===== src/rtl/hsl_to_rgb_converter_assert.svh =====
// Assertion macros for the HSL to RGB converter.
// Needs clk and rst_n in the scope of each use.
`ifndef HSL_TO_RGB_CONVERTER_ASSERT_SVH
`define HSL_TO_RGB_CONVERTER_ASSERT_SVH

// Same-cycle implication, disabled during reset.
`define HSL2RGB_ASSERT_IMP(label, ante, cons) \
    label: assert property (@(posedge clk) disable iff (!rst_n) (ante) |-> (cons)) \
        else $error("hsl_to_rgb_converter: implication check failed");

// Next-cycle implication, disabled during reset.
`define HSL2RGB_ASSERT_NXT(label, ante, cons) \
    label: assert property (@(posedge clk) disable iff (!rst_n) (ante) |=> (cons)) \
        else $error("hsl_to_rgb_converter: next-cycle check failed");

`endif


===== src/rtl/hsl2rgb_pkg.sv =====
// Shared types, constants and helpers for the HSL to RGB converter.
// No dependencies.
package hsl2rgb_pkg;

    localparam int HueW   = 12;
    localparam int FracW  = 13;
    localparam int FracBits = 12;
    localparam int ChanW  = 8;
    localparam int PosW   = 10;
    localparam int QpW    = 28;
    localparam int ProdW  = 39;
    localparam int NumW   = 40;
    localparam int MulW   = NumW + 8;
    localparam int ShiftOut = 33;

    typedef logic [HueW-1:0]          hue_t;
    typedef logic [HueW:0]            hsum_t;
    typedef logic [FracW-1:0]         frac_t;
    typedef logic [ChanW-1:0]         chan_t;
    typedef logic [PosW-1:0]          pos_t;
    typedef logic signed [QpW-1:0]    qp_t;
    typedef logic signed [ProdW-1:0]  prod_t;
    typedef logic signed [NumW-1:0]   num_t;

    localparam hsum_t HueTurn      = 13'd3072;
    localparam hsum_t HueThird     = 13'd1024;
    localparam hsum_t HueSixth     = 13'd512;
    localparam hsum_t HueHalf      = 13'd1536;
    localparam hsum_t HueTwoThirds = 13'd2048;
    localparam frac_t HalfUnit     = 13'd2048;
    localparam pos_t  PosFull      = 10'd512;

    // Reduce a hue sum below one turn (input is below two turns).
    function automatic hue_t wrap_turn(hsum_t x);
        hsum_t r;
        r = (x >= HueTurn) ? (x - HueTurn) : x;
        return r[HueW-1:0];
    endfunction

    // Multiplier for (q - p) on the hue ramp: rising, flat, falling, low.
    function automatic pos_t ramp_pos(hue_t t);
        hsum_t r;
        r = HueTwoThirds - hsum_t'(t);
        if (hsum_t'(t) < HueSixth)
            return t[PosW-1:0];
        else if (hsum_t'(t) < HueHalf)
            return PosFull;
        else if (hsum_t'(t) < HueTwoThirds)
            return r[PosW-1:0];
        else
            return '0;
    endfunction

endpackage


===== src/rtl/hsl2rgb_if.sv =====
// Stream interfaces for HSL pixels in and RGB pixels out.
// Depends on hsl2rgb_pkg.
interface hsl2rgb_in_if;
    import hsl2rgb_pkg::*;

    logic  valid;
    logic  ready;
    hue_t  hue;
    frac_t saturation;
    frac_t lightness;

    modport source (output valid, hue, saturation, lightness, input ready);
    modport sink   (input valid, hue, saturation, lightness, output ready);
endinterface

interface hsl2rgb_out_if;
    import hsl2rgb_pkg::*;

    logic  valid;
    logic  ready;
    chan_t red;
    chan_t green;
    chan_t blue;

    modport source (output valid, red, green, blue, input ready);
    modport sink   (input valid, red, green, blue, output ready);
endinterface


===== src/rtl/hsl2rgb_channel.sv =====
// One colour channel: ramp multiply, accumulate, scale by 255 and clamp; gray on zero saturation.
// Three register stages; depends on hsl2rgb_pkg.
module hsl2rgb_channel (
    input  logic                clk,
    input  logic                en,
    input  hsl2rgb_pkg::qp_t    p,
    input  hsl2rgb_pkg::qp_t    d,
    input  hsl2rgb_pkg::pos_t   u,
    input  hsl2rgb_pkg::chan_t  gray,
    input  logic                zero,
    output hsl2rgb_pkg::chan_t  chan
);
    import hsl2rgb_pkg::*;

    prod_t prod_reg, prod_next;
    qp_t   p_reg;
    num_t  num_reg, num_next;
    chan_t gray4_reg, gray5_reg;
    logic  zero4_reg, zero5_reg;
    chan_t chan_reg, chan_next;

    logic [MulW-1:0]         scaled;
    logic [MulW-ShiftOut-1:0] hi;

    always_comb
    begin
        prod_next = prod_t'(d) * prod_t'($signed({1'b0, u}));
        num_next  = (num_t'(p_reg) <<< 9) + num_t'(prod_reg);
        // x*255 as (x << 8) - x; only used for positive x
        scaled    = {num_reg, 8'b0} - {{8{num_reg[NumW-1]}}, num_reg};
        hi        = scaled[MulW-1:ShiftOut];
        if (zero5_reg)
            chan_next = gray5_reg;
        else if (num_reg[NumW-1] || (num_reg == '0))
            chan_next = '0;
        else if (hi > (MulW-ShiftOut)'(255))
            chan_next = '1;
        else
            chan_next = hi[ChanW-1:0];
    end

    always_ff @(posedge clk)
    begin
        if (en)
        begin
            prod_reg  <= prod_next;
            p_reg     <= p;
            gray4_reg <= gray;
            zero4_reg <= zero;
            num_reg   <= num_next;
            gray5_reg <= gray4_reg;
            zero5_reg <= zero4_reg;
            chan_reg  <= chan_next;
        end
    end

    assign chan = chan_reg;

endmodule


===== src/rtl/hsl_to_rgb_converter.sv =====
// HSL to 8-bit RGB converter, six-stage pipeline, top level.
// Depends on hsl2rgb_pkg, hsl2rgb_if, hsl2rgb_channel and the assert header.
//
//  port     | dir  | transaction payload
//  ---------+------+--------------------------------------------
//  pix_in   | sink | hue[11:0], saturation[12:0], lightness[12:0]
//  pix_out  | src  | red[7:0], green[7:0], blue[7:0]
//
// One transaction in per clock while the output is not held. The depth is set by
// the lightness x saturation multiply, the q/p adders and the per-channel ramp
// multiply, accumulate and scale.
// rst_n clears only the stage valid bits; data registers are not reset.
// A held output freezes every stage together, so nothing is lost or repeated;
// pix_in.ready drops only while the output register holds an untaken result.
`include "hsl_to_rgb_converter_assert.svh"

module hsl_to_rgb_converter (
    input  logic          clk,
    input  logic          rst_n,
    hsl2rgb_in_if.sink    pix_in,
    hsl2rgb_out_if.source pix_out
);
    import hsl2rgb_pkg::*;

    localparam int Stages = 6;

    // stage valid bits; the top bit is the output register
    logic [Stages-1:0] vld_reg, vld_next;
    logic              en;

    // stage 1: hue reduction, channel positions, l*s, gray value
    hue_t               t_next [3];
    hue_t               t1_reg [3];
    logic [2*FracW-1:0] ls1_reg, ls_next;
    frac_t              l1_reg;
    frac_t              s1_reg;
    logic               low1_reg, low_next;
    logic               z1_reg, z_next;
    chan_t              gray1_reg, gray_next;
    hue_t               hr;
    logic [FracW+7:0]   gm;
    logic [8:0]         g9;

    // stage 2: q and ramp multipliers
    qp_t   q2_reg, q_next;
    pos_t  u2_reg [3];
    pos_t  u_next [3];
    frac_t l2_reg;
    logic  z2_reg;
    chan_t gray2_reg;
    qp_t   lq, sq, lsq;

    // stage 3: p and q - p
    qp_t   p3_reg, p_next;
    qp_t   d3_reg, d_next;
    pos_t  u3_reg [3];
    logic  z3_reg;
    chan_t gray3_reg;

    // zero-saturation flag carried to the output for checking
    logic  z4_reg, z5_reg, z6_reg;

    assign en           = !vld_reg[Stages-1] || pix_out.ready;
    assign pix_in.ready = en;
    assign vld_next     = {vld_reg[Stages-2:0], pix_in.valid};

    always_comb
    begin
        hr        = wrap_turn({1'b0, pix_in.hue});
        // red at hue + 1/3, green at hue, blue at hue - 1/3 (as + 2/3)
        t_next[0] = wrap_turn(hsum_t'(hr) + HueThird);
        t_next[1] = hr;
        t_next[2] = wrap_turn(hsum_t'(hr) + HueTwoThirds);
        ls_next   = {{FracW{1'b0}}, pix_in.lightness} * {{FracW{1'b0}}, pix_in.saturation};
        low_next  = pix_in.lightness < HalfUnit;
        z_next    = pix_in.saturation == '0;
        gm        = {pix_in.lightness, 8'b0} - {8'b0, pix_in.lightness};
        g9        = gm[FracW+7:FracBits];
        gray_next = g9[8] ? '1 : g9[ChanW-1:0];
    end

    always_comb
    begin
        lq  = qp_t'({l1_reg, 12'b0});
        sq  = qp_t'({s1_reg, 12'b0});
        lsq = qp_t'(ls1_reg);
        // q = l(1+s) below half lightness, else l + s - ls
        q_next = low1_reg ? (lq + lsq) : (lq + sq - lsq);
        for (int c = 0; c < 3; c++)
            u_next[c] = ramp_pos(t1_reg[c]);
        p_next = qp_t'({l2_reg, 13'b0}) - q2_reg;
        d_next = q2_reg - p_next;
    end

    always_ff @(posedge clk or negedge rst_n)
    begin
        if (!rst_n)
            vld_reg <= '0;
        else if (en)
            vld_reg <= vld_next;
    end

    always_ff @(posedge clk)
    begin
        if (en)
        begin
            t1_reg    <= t_next;
            ls1_reg   <= ls_next;
            l1_reg    <= pix_in.lightness;
            s1_reg    <= pix_in.saturation;
            low1_reg  <= low_next;
            z1_reg    <= z_next;
            gray1_reg <= gray_next;

            q2_reg    <= q_next;
            u2_reg    <= u_next;
            l2_reg    <= l1_reg;
            z2_reg    <= z1_reg;
            gray2_reg <= gray1_reg;

            p3_reg    <= p_next;
            d3_reg    <= d_next;
            u3_reg    <= u2_reg;
            z3_reg    <= z2_reg;
            gray3_reg <= gray2_reg;

            z4_reg    <= z3_reg;
            z5_reg    <= z4_reg;
            z6_reg    <= z5_reg;
        end
    end

    hsl2rgb_channel u_red (
        .clk  (clk),
        .en   (en),
        .p    (p3_reg),
        .d    (d3_reg),
        .u    (u3_reg[0]),
        .gray (gray3_reg),
        .zero (z3_reg),
        .chan (pix_out.red)
    );

    hsl2rgb_channel u_green (
        .clk  (clk),
        .en   (en),
        .p    (p3_reg),
        .d    (d3_reg),
        .u    (u3_reg[1]),
        .gray (gray3_reg),
        .zero (z3_reg),
        .chan (pix_out.green)
    );

    hsl2rgb_channel u_blue (
        .clk  (clk),
        .en   (en),
        .p    (p3_reg),
        .d    (d3_reg),
        .u    (u3_reg[2]),
        .gray (gray3_reg),
        .zero (z3_reg),
        .chan (pix_out.blue)
    );

    assign pix_out.valid = vld_reg[Stages-1];

    // a taken pixel reaches the output once it has advanced through every stage
    `HSL2RGB_ASSERT_NXT(a_latency, (pix_in.valid && pix_in.ready) ##1 en ##1 en ##1 en ##1 en ##1 en, vld_reg[Stages-1])
    // zero saturation gives gray on all three channels
    `HSL2RGB_ASSERT_IMP(a_gray, vld_reg[Stages-1] && z6_reg, (pix_out.red == pix_out.green) && (pix_out.green == pix_out.blue))

endmodule


===== src/flat_wrapper.sv =====
// flat-port wrapper written by rule: the top's interface ports become plain ports
module hsl_to_rgb_converter_flat import hsl2rgb_pkg::*;
  (clk, rst_n, pix_in_valid, pix_in_hue, pix_in_saturation, pix_in_lightness, pix_in_ready, pix_out_valid, pix_out_red, pix_out_green, pix_out_blue, pix_out_ready);
  hsl2rgb_in_if pix_in_i ();
  hsl2rgb_out_if pix_out_i ();
  input  logic clk;
  input  logic rst_n;
  input wire logic [$bits(pix_in_i.valid)-1:0] pix_in_valid;
  input wire logic [$bits(pix_in_i.hue)-1:0] pix_in_hue;
  input wire logic [$bits(pix_in_i.saturation)-1:0] pix_in_saturation;
  input wire logic [$bits(pix_in_i.lightness)-1:0] pix_in_lightness;
  output wire logic [$bits(pix_in_i.ready)-1:0] pix_in_ready;
  output wire logic [$bits(pix_out_i.valid)-1:0] pix_out_valid;
  output wire logic [$bits(pix_out_i.red)-1:0] pix_out_red;
  output wire logic [$bits(pix_out_i.green)-1:0] pix_out_green;
  output wire logic [$bits(pix_out_i.blue)-1:0] pix_out_blue;
  input wire logic [$bits(pix_out_i.ready)-1:0] pix_out_ready;
  assign pix_in_i.valid = pix_in_valid;
  assign pix_in_i.hue = pix_in_hue;
  assign pix_in_i.saturation = pix_in_saturation;
  assign pix_in_i.lightness = pix_in_lightness;
  assign pix_in_ready = pix_in_i.ready;
  assign pix_out_valid = pix_out_i.valid;
  assign pix_out_red = pix_out_i.red;
  assign pix_out_green = pix_out_i.green;
  assign pix_out_blue = pix_out_i.blue;
  assign pix_out_i.ready = pix_out_ready;
  hsl_to_rgb_converter u_core (.clk(clk), .rst_n(rst_n), .pix_in(pix_in_i), .pix_out(pix_out_i));
endmodule

===== config.mk =====
export PLATFORM = sky130hd
export DESIGN_NAME = hsl_to_rgb_converter_flat
export DESIGN_NICKNAME = d
export VERILOG_FILES = /design/src/rtl/hsl2rgb_pkg.sv /design/src/rtl/hsl2rgb_if.sv /design/src/rtl/hsl2rgb_channel.sv /design/src/rtl/hsl_to_rgb_converter.sv /design/src/flat_wrapper.sv
export VERILOG_INCLUDE_DIRS = /design/src /design/src/rtl
export SDC_FILE = /design/constraint.sdc
export NUM_CORES = 2
export LEC_CHECK = 0
export BUFFER_PORTS_ARGS = -buffer_cell sky130_fd_sc_hd__buf_2
export CORE_ASPECT_RATIO = 0.6
export CORE_MARGIN = 2
export CORE_UTILIZATION = 30
export DETAILED_ROUTE_END_ITERATION = 7
export SLEW_MARGIN = 5
export SYNTH_ARGS = -nofsm -noshare
export SYNTH_HDL_FRONTEND = slang
export SYNTH_SLANG_ARGS = --single-unit

===== constraint.sdc =====
create_clock -name clk -period 16.3 [get_ports clk]
set_input_delay 0.815 -clock clk [delete_from_list [all_inputs] [get_ports clk]]
set_output_delay 0.815 -clock clk [all_outputs]
set_load 0.03 [all_outputs]

---- After elaboration in Yosys (flattened, before gate mapping) ----
Cells that the tools add are included.
word-level totals
  register bits ........................... 586
  input port bits ......................... 42
  logic and storage cells ................. 109
  output and inout bits ................... 26
operators by class
  multipliers ............................. 4
  mux-type cells .......................... 22
  add/sub/neg operators ................... 20
  magnitude comparators ................... 16
  reductions and logical operators ........ 9
operators by type and width
  kind                                                   number
  subtractor 48 bit                                      3
  adder 37 x 39 -> 40 bit                                3
  logical NOT 40 bit                                     3
  multiplier 28 x 11 -> 39 bit                           3
  2-to-1 mux 10 bit                                      9
  2-to-1 mux 8 bit                                       9
  > comparator 15 x 8 -> 1 bit, second input constant    3
  < comparator 12 x 10 -> 1 bit, second input constant   3
  < comparator 12 x 11 -> 1 bit, second input constant   3
  < comparator 12 bit, second input constant             3
  2-to-1 mux 12 bit                                      3
  subtractor 12 bit, second input constant               3
  subtractor 1 x 10 -> 10 bit, first input constant      3
  2-to-1 mux 28 bit                                      1
  subtractor 27 x 28 -> 28 bit                           1
  subtractor 28 x 27 -> 28 bit                           1
  subtractor 28 bit                                      1
  adder 25 x 26 -> 27 bit                                1
  adder 25 x 25 -> 26 bit                                1
  >= comparator 13 x 12 -> 1 bit, second input constant  2
  multiplier 13 x 13 -> 26 bit                           1
  subtractor 21 x 13 -> 21 bit                           1
  adder 12 x 11 -> 13 bit, second input constant         1
  adder 12 x 12 -> 13 bit, second input constant         1
  other kinds (5)                                        8

---- Logic depth before layout (Yosys ltp) ----
  word-level depth ........................ 5
  depth in mapped cells ................... 25
  mapped depth without buffers ............ 23

---- Cells and area by module ----
Synthesis repeated with hierarchy kept, for this count alone.
second synthesis, totals
  cells, all modules ...................... 7069
  area total of the unflattened synthesis .. 70795.4 um^2
modules (own cells, without submodules)
  module                            cells each  area each (um^2)  instances  seq. area each (um^2)
  hsl_to_rgb_converter              1694        18719.2           1          7717.4
  hsl2rgb_channel (u_core.u_blue)   1833        17540.6           1          3993.8
  hsl2rgb_channel (u_core.u_red)    1784        17320.4           1          3993.8
  hsl2rgb_channel (u_core.u_green)  1758        17215.3           1          3993.8

---- Worst setup path after synthesis ----
OpenSTA, ideal clock, no wires.
  path type ............................... input-to-reg
  start point ............................. in pix_out_ready
  end point ............................... reg u_core.vld_reg[0]
  library setup time ...................... 0.151 ns
  cell stages on the path ................. 3
  data arrival time ....................... 18.271 ns
  path slack .............................. -2.122 ns
  required time ........................... 16.149 ns
  path buffers ............................ 1
  path through ............................ nand2b_1 > clkbuf_1 > mux2_2
on the way
  cells in the longest elaborated chain, start to end .. 1
ends and longest elaborated chain
  element               line                         text
  from (decl)           flat_wrapper.sv:17           input wire logic [$bits(pix_out_i.ready)-1:0] pix_out_ready;
  logical OR 1 bit      hsl_to_rgb_converter.sv:63   assign en = !vld_reg[Stages-1] || pix_out.ready;
  via pix_in_ready      flat_wrapper.sv:12           output wire logic [$bits(pix_in_i.ready)-1:0] pix_in_ready;
  to (signal assigned)  hsl_to_rgb_converter.sv:100  vld_reg <= vld_next;
  to (decl)             hsl_to_rgb_converter.sv:28   logic [Stages-1:0] vld_reg, vld_next;
The timed path passes the listed nets, and every way through them passes these cells.
A chain may end at the register's enable or synchronous reset.

---- Worst setup path in the final report ----
  start point ............................. reg u_core.u3_reg[5] (netlist bit)
  end point ............................... reg u_core.u_blue.prod_reg[38] (data pin)
on the way
  cells in the longest elaborated chain, start to end .. 1
ends and longest elaborated chain
  element                          line                         text
  from (decl)                      hsl_to_rgb_converter.sv:56   pos_t u3_reg [3];
  from (signal assigned)           hsl_to_rgb_converter.sv:123  u3_reg <= u2_reg;
  multiplier 28 x 11 -> 39 bit     hsl2rgb_channel.sv:27        prod_next = prod_t'(d) * prod_t'($signed({1'b0, u}));
  via u_core.u_blue.prod_next[38]  hsl2rgb_channel.sv:15        prod_t prod_reg, prod_next;
  to (signal assigned)             hsl2rgb_channel.sv:46        prod_reg <= prod_next;
  to (decl)                        hsl2rgb_channel.sv:15
The timed path passes the listed nets, and every way through them passes these cells.

==> run summary <==
status -> complete, but fails checks
failing checks -> capacitance limit, slew limit
Worst Tran Pin Value -> 1.572 ns
Final Hold Fails -> 0
Synth Area in Simple Gates -> 0.1418
maximum clock path buffer count -> 3
max cap viols -> 1
synth cell count leaders -> inv_1, fa_1, nand2_1, ha_1, edfxtp_1
IO Count -> 68
clock sinks -> 558
crit end category -> flop
Core Rows -> 132
hpwl dp -> 147,100 um
final WL -> 182,200 um
FF+latch count, synth -> 558
largest net degree at the start of global routing -> 82
Reg2Reg Setup Slack -> 8.58 ns
worst skew pair latency -> 0.72 ns
Slowest cell on crit path -> a2111oi_1
Worst R2R End -> u_core.u_blue.prod_reg[38]$_DFFE_PP_
Crit Path Category -> reg -> reg
Mapped Area -> 65,520 sq um
compound-gate portion of the synthesized area -> 0.09455
WP data required -> 16.77 ns
Initial Util -> 0.3028
fin. max-slew vios -> 2
total negative slack -> 0 ns
Die H -> 366.0 um
H-tree levels -> 2
first-pass GRT wire length -> 285,800 um
sequential share of the synthesized area -> 0.2553
ys async rst share -> 0.01075
Synth top area share -> 0.2594
Cells after Synth -> 6,665
vias in the first global route -> 47,990
antenna violations before repair -> 17
CORE AREA -> 216,400 sq um
startpoint types -> flop
relative slew slack -> -0.05155
final worst-path cycle share -> 0.4734
worst hold stages -> 1
mux cell area share after synthesis -> 0.002444
fraction of layout cells with a size suffix above 1 -> 0.04205
Die ar. -> 222,300 sq um
Synth Area in XOR/XNOR -> 0.04398
Tmin final -> 7.717 ns
RR Startpoint -> u_core.u3_reg[5]$_DFFE_PP_
port bufs -> 67
CP Launch Point -> u_core.u3_reg[5]$_DFFE_PP_
CP max stage delay -> 0.97 ns
Post-CTS Resized -> 0
combinational family with the most area after synthesis -> adder cells
grt total ovfl -> 0
CP most frequent cell -> fa_1
final core utilization -> 0.3291
Synth area leaders -> fa_1, edfxtp_1, ha_1
number of setup violations in the final report -> 0
CP cell instances -> and2_1 -> fa_1 -> inv_1 -> fa_1 -> inv_1 -> fa_1 -> fa_1 -> inv_1 -> fa_1 -> inv_1 -> ha_1 -> a21o_1 -> a21o_1 -> a21o_1 -> a31o_2 -> a311o_1 -> a2111oi_1 -> o41ai_1 -> a211o_1 -> a21oi_1 -> xnor2_1
ys flop type -> edfxtp_1
Yosys top cell by area -> fa_1
DR DRC count -> 0
hold crit path type -> in -> reg
Reg clk slew, reported paths -> 0.09 ns
Inserted Clock Buffers -> 58
Detailed Routing Iterations Pass 1 -> 6
library cells used by synthesis -> 94
Syn-to-layout area delta -> 8.660%
total track usage -> 0.1646
EDFF count, synth -> 552
crit path to -> u_core.u_blue.prod_reg[38]$_DFFE_PP_
wire per inst -> 18.99 um
die width -> 607.3 um
vias per cell -> 4.921
DR vias -> 47,210
DRT iter0 DRCs -> 4,205
Mean Syn Cell Area -> 9.831 sq um
WHS -> 0.3419 ns
Placer Congestion -> 0.9339
CTS tree -> built
clock root cell -> clkbuf_16
fin nets -> 8,157
fmax -> 0.1296 GHz
CP Max Fanout -> 27
most common cell in the netlist -> inv_1
YS warnings -> 0
number of cells on the worst reg-to-reg path -> 21
worst clock skew -> 0.06921 ns
antenna-violating nets left -> 0
CP arrival -> 8.18 ns
adder-cell area share of the yosys netlist -> 0.3759
RSZ-0062 raised after global routing -> false
layer usage:
| metal | part of all wire | wire length [um] | track usage | vias to the layer above |
|---|---|---|---|---|
| met4 | 0.014 | 2468 | 0.02645 | 0 |
| li1 | - | - | - | 21590 |
| met2 | 0.39 | 71770 | 0.2299 | 1663 |
| met3 | 0.10 | 18330 | 0.04374 | 168 |
| met5 | 0 | 0 | 0 | - |
| met1 | 0.49 | 89660 | 0.2538 | 23790 |
stage by stage:
stage                     std cells  instance area, sq um  worst slack [ns]
after CTS                      9587                 71170             8.702
after global placement         9473                 69140             8.632
after floorplan                6690                 65620             7.183
after global routing           9587                 71180             8.139
after detailed placement       9476                 69190             8.623
final                          9594                 71190             8.583
layout make-up:
type                       instances  area (sq um)
antenna                            7         17.52
clock buffer                      62          1466
clock inverter                    48         504.2
fill                           22020        145200
inverter                        1279          4801
multi-input combinational       4634         43290
sequential                       558         16730
tap                             2881          3605
timing repair buffer             125         785.8
layout by cell type (no fill, tap or decap), types with 45 or more instances in the layout:
master        n
buf_2        68
nand2_1     675
buf_4        54
edfxtp_1    552
nor3_1       67
fa_1        849
and2_1      493
o21ai_0     166
clkbuf_16    58
nor2b_1      53
xnor2_1     233
inv_1      1279
o21a_1       53
nor2_1      259
ha_1        610
xor2_1       94
nand3_1      63
a31oi_1      57
nand2b_1     45
a21o_1      120
a21oi_1     283
cells by family (layout without fill, tap and decap cells):
group           count (synthesis)  after routing
xor+xnor                      329            329
other cells                     2             34
fa+ha+maj                    1459           1459
flops                         558            558
mux                            15             15
simple gates                 1855           1855
compound gates                949            949
buf+inv                      1498           1514
worst min-delay path by stage:
stage                                        startpoint                             endpoint  slack [ns]
floorplan             u_core.gray1_reg[0]$_SDFFCE_PP1P_        u_core.gray2_reg[0]$_DFFE_PP_        0.40
global placement    u_core.u_red.gray4_reg[0]$_DFFE_PP_  u_core.u_red.gray5_reg[0]$_DFFE_PP_        0.40
detailed placement    u_core.gray1_reg[1]$_SDFFCE_PP1P_        u_core.gray2_reg[1]$_DFFE_PP_        0.40
CTS                                        pix_in_valid        u_core.vld_reg[0]$_DFFE_PN0P_        0.28
global route                               pix_in_valid        u_core.vld_reg[0]$_DFFE_PN0P_        0.29
finish                                    pix_in_hue[3]           u_core.t1_reg[3]$_DFFE_PP_        0.34
critical path: cells and delay by family (launching register included):
kind / cells / cell delay (ns)
buf+inv: 4 / 0.23
flops: 1 / 0.84
fa+ha+maj: 6 / 2.92
simple gates: 1 / 0.36
compound gates: 9 / 3.08
xor+xnor: 1 / 0.08
timing repair:
action	CTS	global route
hold buffers	1	0
endpoints found under the hold margin	6	0
buffers inserted	0	0
endpoints found under the setup margin	0	0
Power is not shown: default switching activity piles up to over one toggle a cycle in this logic, so the estimate is an artifact.
